[src/sv/tclut_pkg.sv]
package tclut_pkg;

    // Sizes fixed by the field definitions.
    localparam int CODE_W  = 16;
    localparam int CHAN_W  = 16;
    localparam int INDEX_W = 13;
    localparam int GRID_W  = 5;
    localparam int ENTRY_W = 3 * CHAN_W;

    // Default cube size and grid register reset value.
    localparam int              MAX_GRID_DEF = 17;
    localparam logic [GRID_W-1:0] GRID_RESET = 5'd17;

    // One full unit in u0.16 and u16 coding, twice that unit, and the full fraction.
    localparam logic [16:0] UNIT      = 17'd65535;
    localparam logic [16:0] TWO_UNIT  = 17'd131070;
    localparam logic [15:0] FRAC_ONE  = 16'hFFFF;

    // Request function codes.
    localparam logic FUNC_LOAD = 1'b0;
    localparam logic FUNC_EVAL = 1'b1;

    // Stage enables handed to the per-axis locate pipeline.
    typedef struct packed {
        logic pos;
        logic split;
    } loc_en_t;

    // Stage enables handed to the per-channel blend pipeline.
    typedef struct packed {
        logic diff;
        logic prod;
        logic sum;
        logic quo;
    } blend_en_t;

endpackage

[src/sv/tclut_locate.sv]
module tclut_locate #(
    parameter int GW = 5
) (
    input  logic                    clk,
    input  tclut_pkg::loc_en_t      en,
    input  logic [15:0]             code,
    input  logic [GW-1:0]           gm1,
    input  logic [GW-1:0]           gm2,
    output logic [GW-1:0]           lat,
    output logic [15:0]             frac
);

    import tclut_pkg::*;

    localparam int PW = 16 + GW;

    logic [PW-1:0] pos_reg;
    logic [GW-1:0] cell_reg;
    logic [15:0]   frac_reg;

    logic [GW-1:0] q0;
    logic [16:0]   rem;
    logic [GW-1:0] cell_raw;
    logic [16:0]   rem_fix;
    logic [GW-1:0] cell_next;
    logic [15:0]   frac_next;

    // Division by 65535: pos = hi*65536 + lo = hi*65535 + (hi + lo), and
    // hi + lo stays below twice 65535, so one compare and subtract fixes it.
    always_comb
    begin
        q0  = pos_reg[PW-1:16];
        rem = {1'b0, pos_reg[15:0]} + 17'(q0);
        if (rem >= UNIT)
        begin
            cell_raw = q0 + GW'(1);
            rem_fix  = rem - UNIT;
        end
        else
        begin
            cell_raw = q0;
            rem_fix  = rem;
        end
        // A full-scale code lands on the last lattice point; it is taken
        // as the far corner of the last cell.
        if (cell_raw >= gm1)
        begin
            cell_next = gm2;
            frac_next = FRAC_ONE;
        end
        else
        begin
            cell_next = cell_raw;
            frac_next = rem_fix[15:0];
        end
    end

    always_ff @(posedge clk)
    begin
        if (en.pos)
        begin
            pos_reg <= PW'(code) * PW'(gm1);
        end
        if (en.split)
        begin
            cell_reg <= cell_next;
            frac_reg <= frac_next;
        end
    end

    assign lat  = cell_reg;
    assign frac = frac_reg;

endmodule

[config.mk]
export PLATFORM = sky130hd
export DESIGN_NAME = tclut_locate
export DESIGN_NICKNAME = d
export VERILOG_FILES = /design/src/sv/tclut_pkg.sv /design/src/sv/tclut_locate.sv
export SDC_FILE = /design/constraint.sdc
export NUM_CORES = 1
export LEC_CHECK = 0
export BUFFER_PORTS_ARGS = -buffer_cell sky130_fd_sc_hd__clkbuf_2
export CAP_MARGIN = 30
export CORE_ASPECT_RATIO = 1.75
export CORE_MARGIN = 10
export CORE_UTILIZATION = 25
export CTS_CLUSTER_SIZE = 10
export DETAILED_ROUTE_END_ITERATION = 16
export PLACE_DENSITY_LB_ADDON = 0.12
export SLEW_MARGIN = 40
export SYNTH_ARGS = -nofsm -noshare
export SYNTH_HDL_FRONTEND = slang
export SYNTH_SLANG_ARGS = --single-unit
[constraint.sdc]
create_clock -name clk -period 5.17 [get_ports clk]
set_input_delay 0.2585 -clock clk [delete_from_list [all_inputs] [get_ports clk]]
set_output_delay 0.2585 -clock clk [all_outputs]
set_load 0.005 [all_outputs]
==> run metrics <==
Final WS setup 0.3293 ns; Peak VDD IR 0.1649 mV; CP Capture Type flip-flop; M3 GR Usage 1.498%; worst slack, placed 0.1983 ns; first-pass GRT wire length 18560 µm; final worst-path cycle share 93.63%; GRT busiest layer met2; Die Area 24400 µm²; critical-path cell list ha_1 -> fa_1 -> a211oi_4 -> o21ai_2 -> nor4_2 -> a22oi_1 -> a211o_1 -> o41a_1 -> buf_4 -> or3_1 -> nand2_1 -> ha_1 -> a21o_1 -> a21o_1 -> a21oi_2 -> buf_4 -> nand2_1 -> mux2_1; initial core utilization 25.43%; die height 199.3 µm; final-report max-slew violation count 0; Syn Nets 578; Async S/R FF share, synth 0%; number of global-route vias before repair 3736; num rows 65; Yosys warning count 0; Residual DRC 0; Hold Buf Count CTS 0; Mapped Area 4592 µm²; total track usage 9.406%; Routability Congestion 0.7833; Post-synth top cells nand2_1 (61), and2_1 (45), fa_1 (43); WP data required 5.21 ns; DR WL/cell 14.71 µm; CP Class reg -> reg; DP Area 5119 µm²; GR Layer Usage met2 18.21%; max cap viols 0; crit path DAT 4.88 ns; Leak Pwr 2.333 nW; initial antenna violation count 0; synth unique cells 51; die width 122.5 µm; drt pass-1 iters 5; Layout Cells excl Fill 753; largest net degree at the start of global routing 22; Overflow after GRT 0; HPWL after detailed placement 9721 µm; max reg flops 21; TNS Setup 0 ns; Final Hold Viols 0; Synth top area share 27.47%; # setup viols final 0; CP Launch Type flip-flop; DRT iter0 DRCs 87; vias per inst 4.579; area leader, netlist edfxtp_1; WL final 11070 µm; GRT met1 Usage 10.07%; CTS Buffer Depth 2; crit path max fanout 16; Layout Skew 0.003640 ns; clk slew on worst S/H paths 0.06 ns; TritonCTS Buffers 5; f_max 0.2066 GHz; area delta synth->final 14.80%; PD cells 396.7 nW/µm²; worst stage delay on the critical path 0.48 ns; sequential share of the synthesized area 27.47%; Rel. slew slack 64.58%; Worst-Skew Late Latency 0.29 ns; antenna-violating nets left 0; core box area 18050 µm²; clock root buffer clkbuf_16; htree depth 2; # placed instances 743; hold_ws 0.2860 ns; Port Buffer Count 49; antenna cells 0; CP max-delay cell fa_1; commonest register cell after synthesis edfxtp_1; CTS Sinks 42; worst slew pin tran 0.5269 ns; Synth area leaders edfxtp_1 (27%), fa_1 (19%), ha_1 (11%), and2_1 (6.1%), nand2_1 (5.0%); share of cells above drive strength 1 14.84%; Hold WC Path Type in -> reg; outcome completed; Ports 50; syn_area_per_cell 9.875 µm²; Post-synth EDFFs 42; TritonCTS clock tree built; via count 3448; Synth Register Bits 42; Mapped Cells 465; most numerous cell in the Yosys netlist nand2_1; fin area 5271 µm²; RSZ-0062 raised after global routing no; clock period minus worst slack 4.841 ns; nets 631
## report_power, final
| part | internal (mW) | switching, mW | leakage (nW) |
|---|---|---|---|
| Sequential | 0.554 | 0.102 | 0.402 |
| Combinational | 0.495 | 0.644 | 1.86 |
| Clock | 0.176 | 0.120 | 0.0683 |
| Total | 1.23 | 0.866 | 2.33 |
## final timing paths
check	slack, ns	end	cells past startpoint	start
worst max register to register	0.33	frac[4]	18	pos_reg[16]
worst max-delay path	0.33	frac[4]	18	pos_reg[16]
worst min-delay path	0.29	lat[1]	2	gm2[1]
worst min register to register	0.74	frac[9]	2	pos_reg[9]
## worst max-delay path, delay by kind of cell, from the launching register on
family,cells,cell delay [ns]
mux,1,0.28
fa+ha+maj,3,0.94
flops,1,0.45
compound gates,8,1.87
buf+inv,2,0.42
simple gates,4,0.63
## layout by cell type (no fill, tap or decap), types with 6 or more instances in the layout
cell      instances
a21o_1            9
a21oi_1          17
and2_1           45
clkbuf_2         49
edfxtp_1         42
fa_1             43
ha_1             41
inv_1            41
nand2_1          61
nand3_1          13
nor2_1           23
o21ai_0          16
o21ai_1           6
xnor2_1          19
xor2_1           14
## cell type report
class	instances	area, µm²
Clock buffer	6	128.9
Clock inverter	2	8.758
Fill cell	1964	12780
Inverter	41	153.9
Multi-Input combinational cell	374	3143
Sequential cell	42	1261
Tap cell	234	292.8
Timing Repair Buffer	54	282.8
## kinds of logic after synthesis
family | after synthesis | share of synthesized area, %
AND/OR/NAND/NOR | 176 | 19.65
adder cells (fa/ha/maj) | 84 | 29.92
multiplexers | 3 | 0.8992
buffers and inverters | 49 | 4.169
flip-flops | 42 | 27.47
AO/OA/AOI/OAI | 78 | 11.61
XOR/XNOR | 33 | 6.294
## per-layer routing
layer	vias to the layer above	part of all wire, %
li1	1697	-
met1	1687	39
met2	56	56
met3	8	3.7
met4	0	1.3
met5	-	0
## per-stage QoR
step	total power [mW]	utilization, %
finish	2.091	29.20
global route	2.312	29.20
CTS	2.134	29.11
detailed placement	1.825	28.35
global placement	1.822	28.35
floorplan	1.495	-
## timing repair
item,4_1_cts,5_1_grt
hold endpoints to repair,0,0
setup buffers,0,2
resized for setup,0,0
setup endpoints to repair,0,6
Power figures use the tool's default switching activity.
