===== src/sv/tclut_pkg.sv =====
package tclut_pkg;

    // Sizes fixed by the field definitions.
    localparam int CODE_W  = 16;
    localparam int CHAN_W  = 16;
    localparam int INDEX_W = 13;
    localparam int GRID_W  = 5;
    localparam int ENTRY_W = 3 * CHAN_W;

    // Default cube size and grid register reset value.
    localparam int              MAX_GRID_DEF = 17;
    localparam logic [GRID_W-1:0] GRID_RESET = 5'd17;

    // One full unit in u0.16 and u16 coding, twice that unit, and the full fraction.
    localparam logic [16:0] UNIT      = 17'd65535;
    localparam logic [16:0] TWO_UNIT  = 17'd131070;
    localparam logic [15:0] FRAC_ONE  = 16'hFFFF;

    // Request function codes.
    localparam logic FUNC_LOAD = 1'b0;
    localparam logic FUNC_EVAL = 1'b1;

    // Stage enables handed to the per-axis locate pipeline.
    typedef struct packed {
        logic pos;
        logic split;
    } loc_en_t;

    // Stage enables handed to the per-channel blend pipeline.
    typedef struct packed {
        logic diff;
        logic prod;
        logic sum;
        logic quo;
    } blend_en_t;

endpackage


===== src/sv/tclut_blend.sv =====
module tclut_blend (
    input  logic                  clk,
    input  tclut_pkg::blend_en_t  en,
    input  logic [15:0]           c0,
    input  logic [15:0]           v1,
    input  logic [15:0]           v2,
    input  logic [15:0]           c7,
    input  logic [15:0]           w1,
    input  logic [15:0]           w2,
    input  logic [15:0]           w3,
    output logic [15:0]           q
);

    import tclut_pkg::*;

    logic signed [16:0] d1_reg;
    logic signed [16:0] d2_reg;
    logic signed [16:0] d3_reg;
    logic [15:0]        c0_d_reg;
    logic [15:0]        w1_reg;
    logic [15:0]        w2_reg;
    logic [15:0]        w3_reg;

    logic signed [33:0] p1_reg;
    logic signed [33:0] p2_reg;
    logic signed [33:0] p3_reg;
    logic [15:0]        c0_p_reg;

    logic [31:0]        t_reg;
    logic [15:0]        q_reg;

    logic signed [35:0] acc;
    logic [31:0]        t_next;
    logic [16:0]        x;
    logic [16:0]        q_wide;
    logic [15:0]        q_next;

    // Sum of the corner term and the three weighted edge steps, with the
    // rounding offset already added.
    always_comb
    begin
        acc = $signed({4'd0, c0_p_reg, 16'h0}) - $signed({20'd0, c0_p_reg})
            + 36'(p1_reg) + 36'(p2_reg) + 36'(p3_reg) + 36'sd32767;
        if (acc < 36'sd0)
        begin
            t_next = 32'd0;
        end
        else
        begin
            t_next = acc[31:0];
        end
    end

    // t / 65535 = hi + (hi + lo) / 65535, and hi + lo is at most twice 65535.
    always_comb
    begin
        x = 17'(t_reg[31:16]) + 17'(t_reg[15:0]);
        if (x >= TWO_UNIT)
        begin
            q_wide = 17'(t_reg[31:16]) + 17'd2;
        end
        else if (x >= UNIT)
        begin
            q_wide = 17'(t_reg[31:16]) + 17'd1;
        end
        else
        begin
            q_wide = 17'(t_reg[31:16]);
        end
        if (q_wide > {1'b0, FRAC_ONE})
        begin
            q_next = FRAC_ONE;
        end
        else
        begin
            q_next = q_wide[15:0];
        end
    end

    always_ff @(posedge clk)
    begin
        if (en.diff)
        begin
            d1_reg   <= $signed({1'b0, v1}) - $signed({1'b0, c0});
            d2_reg   <= $signed({1'b0, v2}) - $signed({1'b0, v1});
            d3_reg   <= $signed({1'b0, c7}) - $signed({1'b0, v2});
            c0_d_reg <= c0;
            w1_reg   <= w1;
            w2_reg   <= w2;
            w3_reg   <= w3;
        end
        if (en.prod)
        begin
            p1_reg   <= d1_reg * $signed({1'b0, w1_reg});
            p2_reg   <= d2_reg * $signed({1'b0, w2_reg});
            p3_reg   <= d3_reg * $signed({1'b0, w3_reg});
            c0_p_reg <= c0_d_reg;
        end
        if (en.sum)
        begin
            t_reg <= t_next;
        end
        if (en.quo)
        begin
            q_reg <= q_next;
        end
    end

    assign q = q_reg;

endmodule


===== config.mk =====
export PLATFORM = sky130hd
export DESIGN_NAME = tclut_blend
export DESIGN_NICKNAME = d
export VERILOG_FILES = /design/src/sv/tclut_pkg.sv /design/src/sv/tclut_blend.sv
export SDC_FILE = /design/constraint.sdc
export NUM_CORES = 2
export LEC_CHECK = 0
export CORE_MARGIN = 2
export CORE_UTILIZATION = 55
export DETAILED_ROUTE_END_ITERATION = 16
export DONT_BUFFER_PORTS = 1
export PLACE_DENSITY = 0.71
export SYNTH_ARGS = -nofsm -noshare
export SYNTH_HDL_FRONTEND = slang
export SYNTH_SLANG_ARGS = --single-unit

===== constraint.sdc =====
create_clock -name clk -period 20.7 [get_ports clk]
set_input_delay 1.035 -clock clk [delete_from_list [all_inputs] [get_ports clk]]
set_output_delay 1.035 -clock clk [all_outputs]
set_load 0.01 [all_outputs]

==> results_dict.tcl <==
set metrics [dict create \
    finalCriticalPeriod_ns 7.29 \
    synthAdderAreaFrac_pct 48.3 \
    async_reset_ff_share_pct 0 \
    grt_pass1_wl_um 183000 \
    fillCellCount 7429 \
    cts_buffers 38 \
    yosysTopAreaCell "fa_1" \
    tns_ns 0 \
    timing.final.ws_setup_ns 13.41 \
    placement.cell_area_mm2 0.0490 \
    postCtsSetupBuffers 0 \
    drt-total-wl_um 113000 \
    h-tree-depth 2 \
    critPathLaunchType "flip-flop" \
    cts_tree "yes" \
    drt_iter0_markers 2324 \
    rsz0062_at_grt "no" \
    synthCells 4997 \
    worst_slew_pin_slew_ns 0.934 \
    grt_max_degree 119 \
    syn_to_final_growth_pct 4.90 \
    ys_types 75 \
    synth_top_family_by_area "adder cells" \
    core_mm2 0.0866 \
    first_pass_iters 5 \
    place_congestion 0.930 \
    hold_ws_ns 0.398 \
    vias 32496 \
    seq_area_frac_synth_pct 17.6 \
    num_rows 108 \
    pre_cts_slack_ns 13.44 \
    hp-class "flip-flop to flip-flop" \
    start_util_pct 55.4 \
    ys_dominant_reg_cell "edfxtp_1" \
    slew_headroom_pct 37.7 \
    synth_area_leaders "fa_1 38%, edfxtp_1 18%, inv_1 11%" \
    synth_edf_count 281 \
    maxSlewViolCount 0 \
    ctsHoldBuffers 0 \
    route.detailed.drc 0 \
    synth_compound_area_share_pct 6.10 \
    layout_common_cells "1359 x inv_1, 909 x fa_1, 581 x nand2_1" \
    ys_warn_count 0 \
    vias_per_cell 5.32 \
    critical_path_arrival_ns 7.64 \
    setup_viol 0 \
    die_y_um 299 \
    crit_required_ns 21.04 \
    io_buffers 0 \
    ioPinCount 133 \
    cts_root_buffer "clkbuf_16" \
    dp_hpwl_um 92800 \
    clkSinkCount 281 \
    antenna_found_initial 17 \
    design_area_mm2 0.0504 \
    clk_pin_slew_ns 0.07 \
    maxCapViolCount 0 \
    crit_fanout 17 \
    synth.avg_cell_area_um2 9.61 \
    hold_depth 0 \
    netlist_area_mm2 0.0480 \
    endpoint_kind "flip-flop" \
    fmax_mhz 137 \
    final_layout_size_suffix_gt1_share_pct 1.94 \
    wl_per_cell_um 18.4 \
    die_x_um 299 \
    synthMuxAreaShare_pct 0.248 \
    skew_ns 0.0366 \
    cts_buffer_depth 3 \
    synth_seq_cells 281 \
    ant_nets 0 \
    overflow 0 \
    yosys.area.top_type_share_pct 37.9 \
    die_area_mm2 0.0897 \
    clk_latency_ns 0.61 \
    mostFrequentLayoutCell "inv_1" \
    finalCritPeriodShare_pct 35.2 \
    synthXorXnorAreaFrac_pct 3.27 \
    reg2regPathDepth 23 \
    hold_viol_final 0 \
    track_usage_pct 26.3 \
    yosys.area_share.simple_pct 12.8 \
    criticalPathCategory "flip-flop to flip-flop" \
    cts.repair.resized 0 \
    grt_pass1_vias 34333 \
    nNetsFinal 6335 \
    status "finished clean" \
]
worst paths after layout:
check / startpoint / slack (ns) / end
worst max register to register: w3_reg[2]$_DFFE_PP_ / 13.41 / p3_reg[33]$_DFFE_PP_
worst min register to register: c0_d_reg[11]$_DFFE_PP_ / 0.40 / c0_p_reg[11]$_DFFE_PP_
worst max-delay path: w3_reg[2]$_DFFE_PP_ / 13.41 / p3_reg[33]$_DFFE_PP_
worst min-delay path: c0_d_reg[11]$_DFFE_PP_ / 0.40 / c0_p_reg[11]$_DFFE_PP_
kinds of logic (layout without fill, tap and decap cells):
family	count (synthesis)	count (layout)
other	1	18
flip-flops	281	281
multiplexers	11	11
XOR/XNOR	179	179
AND/OR/NAND/NOR	1280	1280
adder cells (fa/ha/maj)	1308	1308
AO/OA/AOI/OAI	445	445
buffers and inverters	1492	1432
stage by stage:
| stage | std cells | utilization (%) |
|---|---|---|
| 2_1_floorplan | 4999 | - |
| 3_3_place_gp | 6025 | 56.6 |
| 3_5_place_dp | 6025 | 56.6 |
| 4_1_cts | 6094 | 58.1 |
| 5_1_grt | 6100 | 58.1 |
| 6_report | 6109 | 58.1 |
critical path, stage by stage (launching register included):
cell and delay (ns):
edfxtp_1 0.74, nand2_1 0.17, fa_1 0.54, fa_1 0.55, inv_1 0.05, fa_1 0.50
inv_1 0.06, fa_1 0.52, inv_1 0.05, fa_1 0.47, inv_1 0.05, fa_1 0.48
inv_1 0.04, ha_1 0.33, a21o_1 0.22, a31oi_1 0.19, nand2_1 0.07, a31oi_1 0.25
o221ai_1 0.27, o31ai_1 0.40, nor3_1 0.10, a2111oi_0 0.63, a21oi_1 0.17, xnor2_1 0.17
synthesized netlist by cell type (38+ instances only):
master    count
nand2_1     581
xnor2_1     130
nor2_1      143
fa_1        909
a21o_1       52
xor2_1       49
inv_1      1359
a21oi_1     126
and2_1      343
ha_1        399
clkbuf_1    127
nor3_1       38
edfxtp_1    281
o21ai_0      86
nand3_1      43
metal layers:
| layer | wire, um | share of wire (%) | GRT usage [%] | vias up |
|---|---|---|---|---|
| met5 | 125 | 0.11 | 0 | - |
| met4 | 4490 | 4.0 | 10.0 | 18 |
| met3 | 7860 | 7.0 | 5.49 | 207 |
| met2 | 52900 | 47 | 42.2 | 927 |
| met1 | 47200 | 42 | 35.3 | 16387 |
| li1 | - | - | - | 14957 |
final cells by class:
cell class                      count  area [um^2]  area share, %
Sequential cell                   281         8440           16.8
Antenna cell                       15         37.5         0.0745
Inverter                         1359         5100           10.1
Timing Repair Buffer                4         30.0         0.0596
Clock inverter                     28          315          0.626
Multi-Input combinational cell   3226        34000           67.5
Tap cell                         1155         1450           2.87
Clock buffer                       41         1030           2.04
Power is left out: the tool's default activity adds up to more than one toggle a clock period on the data nets, which glitch-free logic cannot reach.
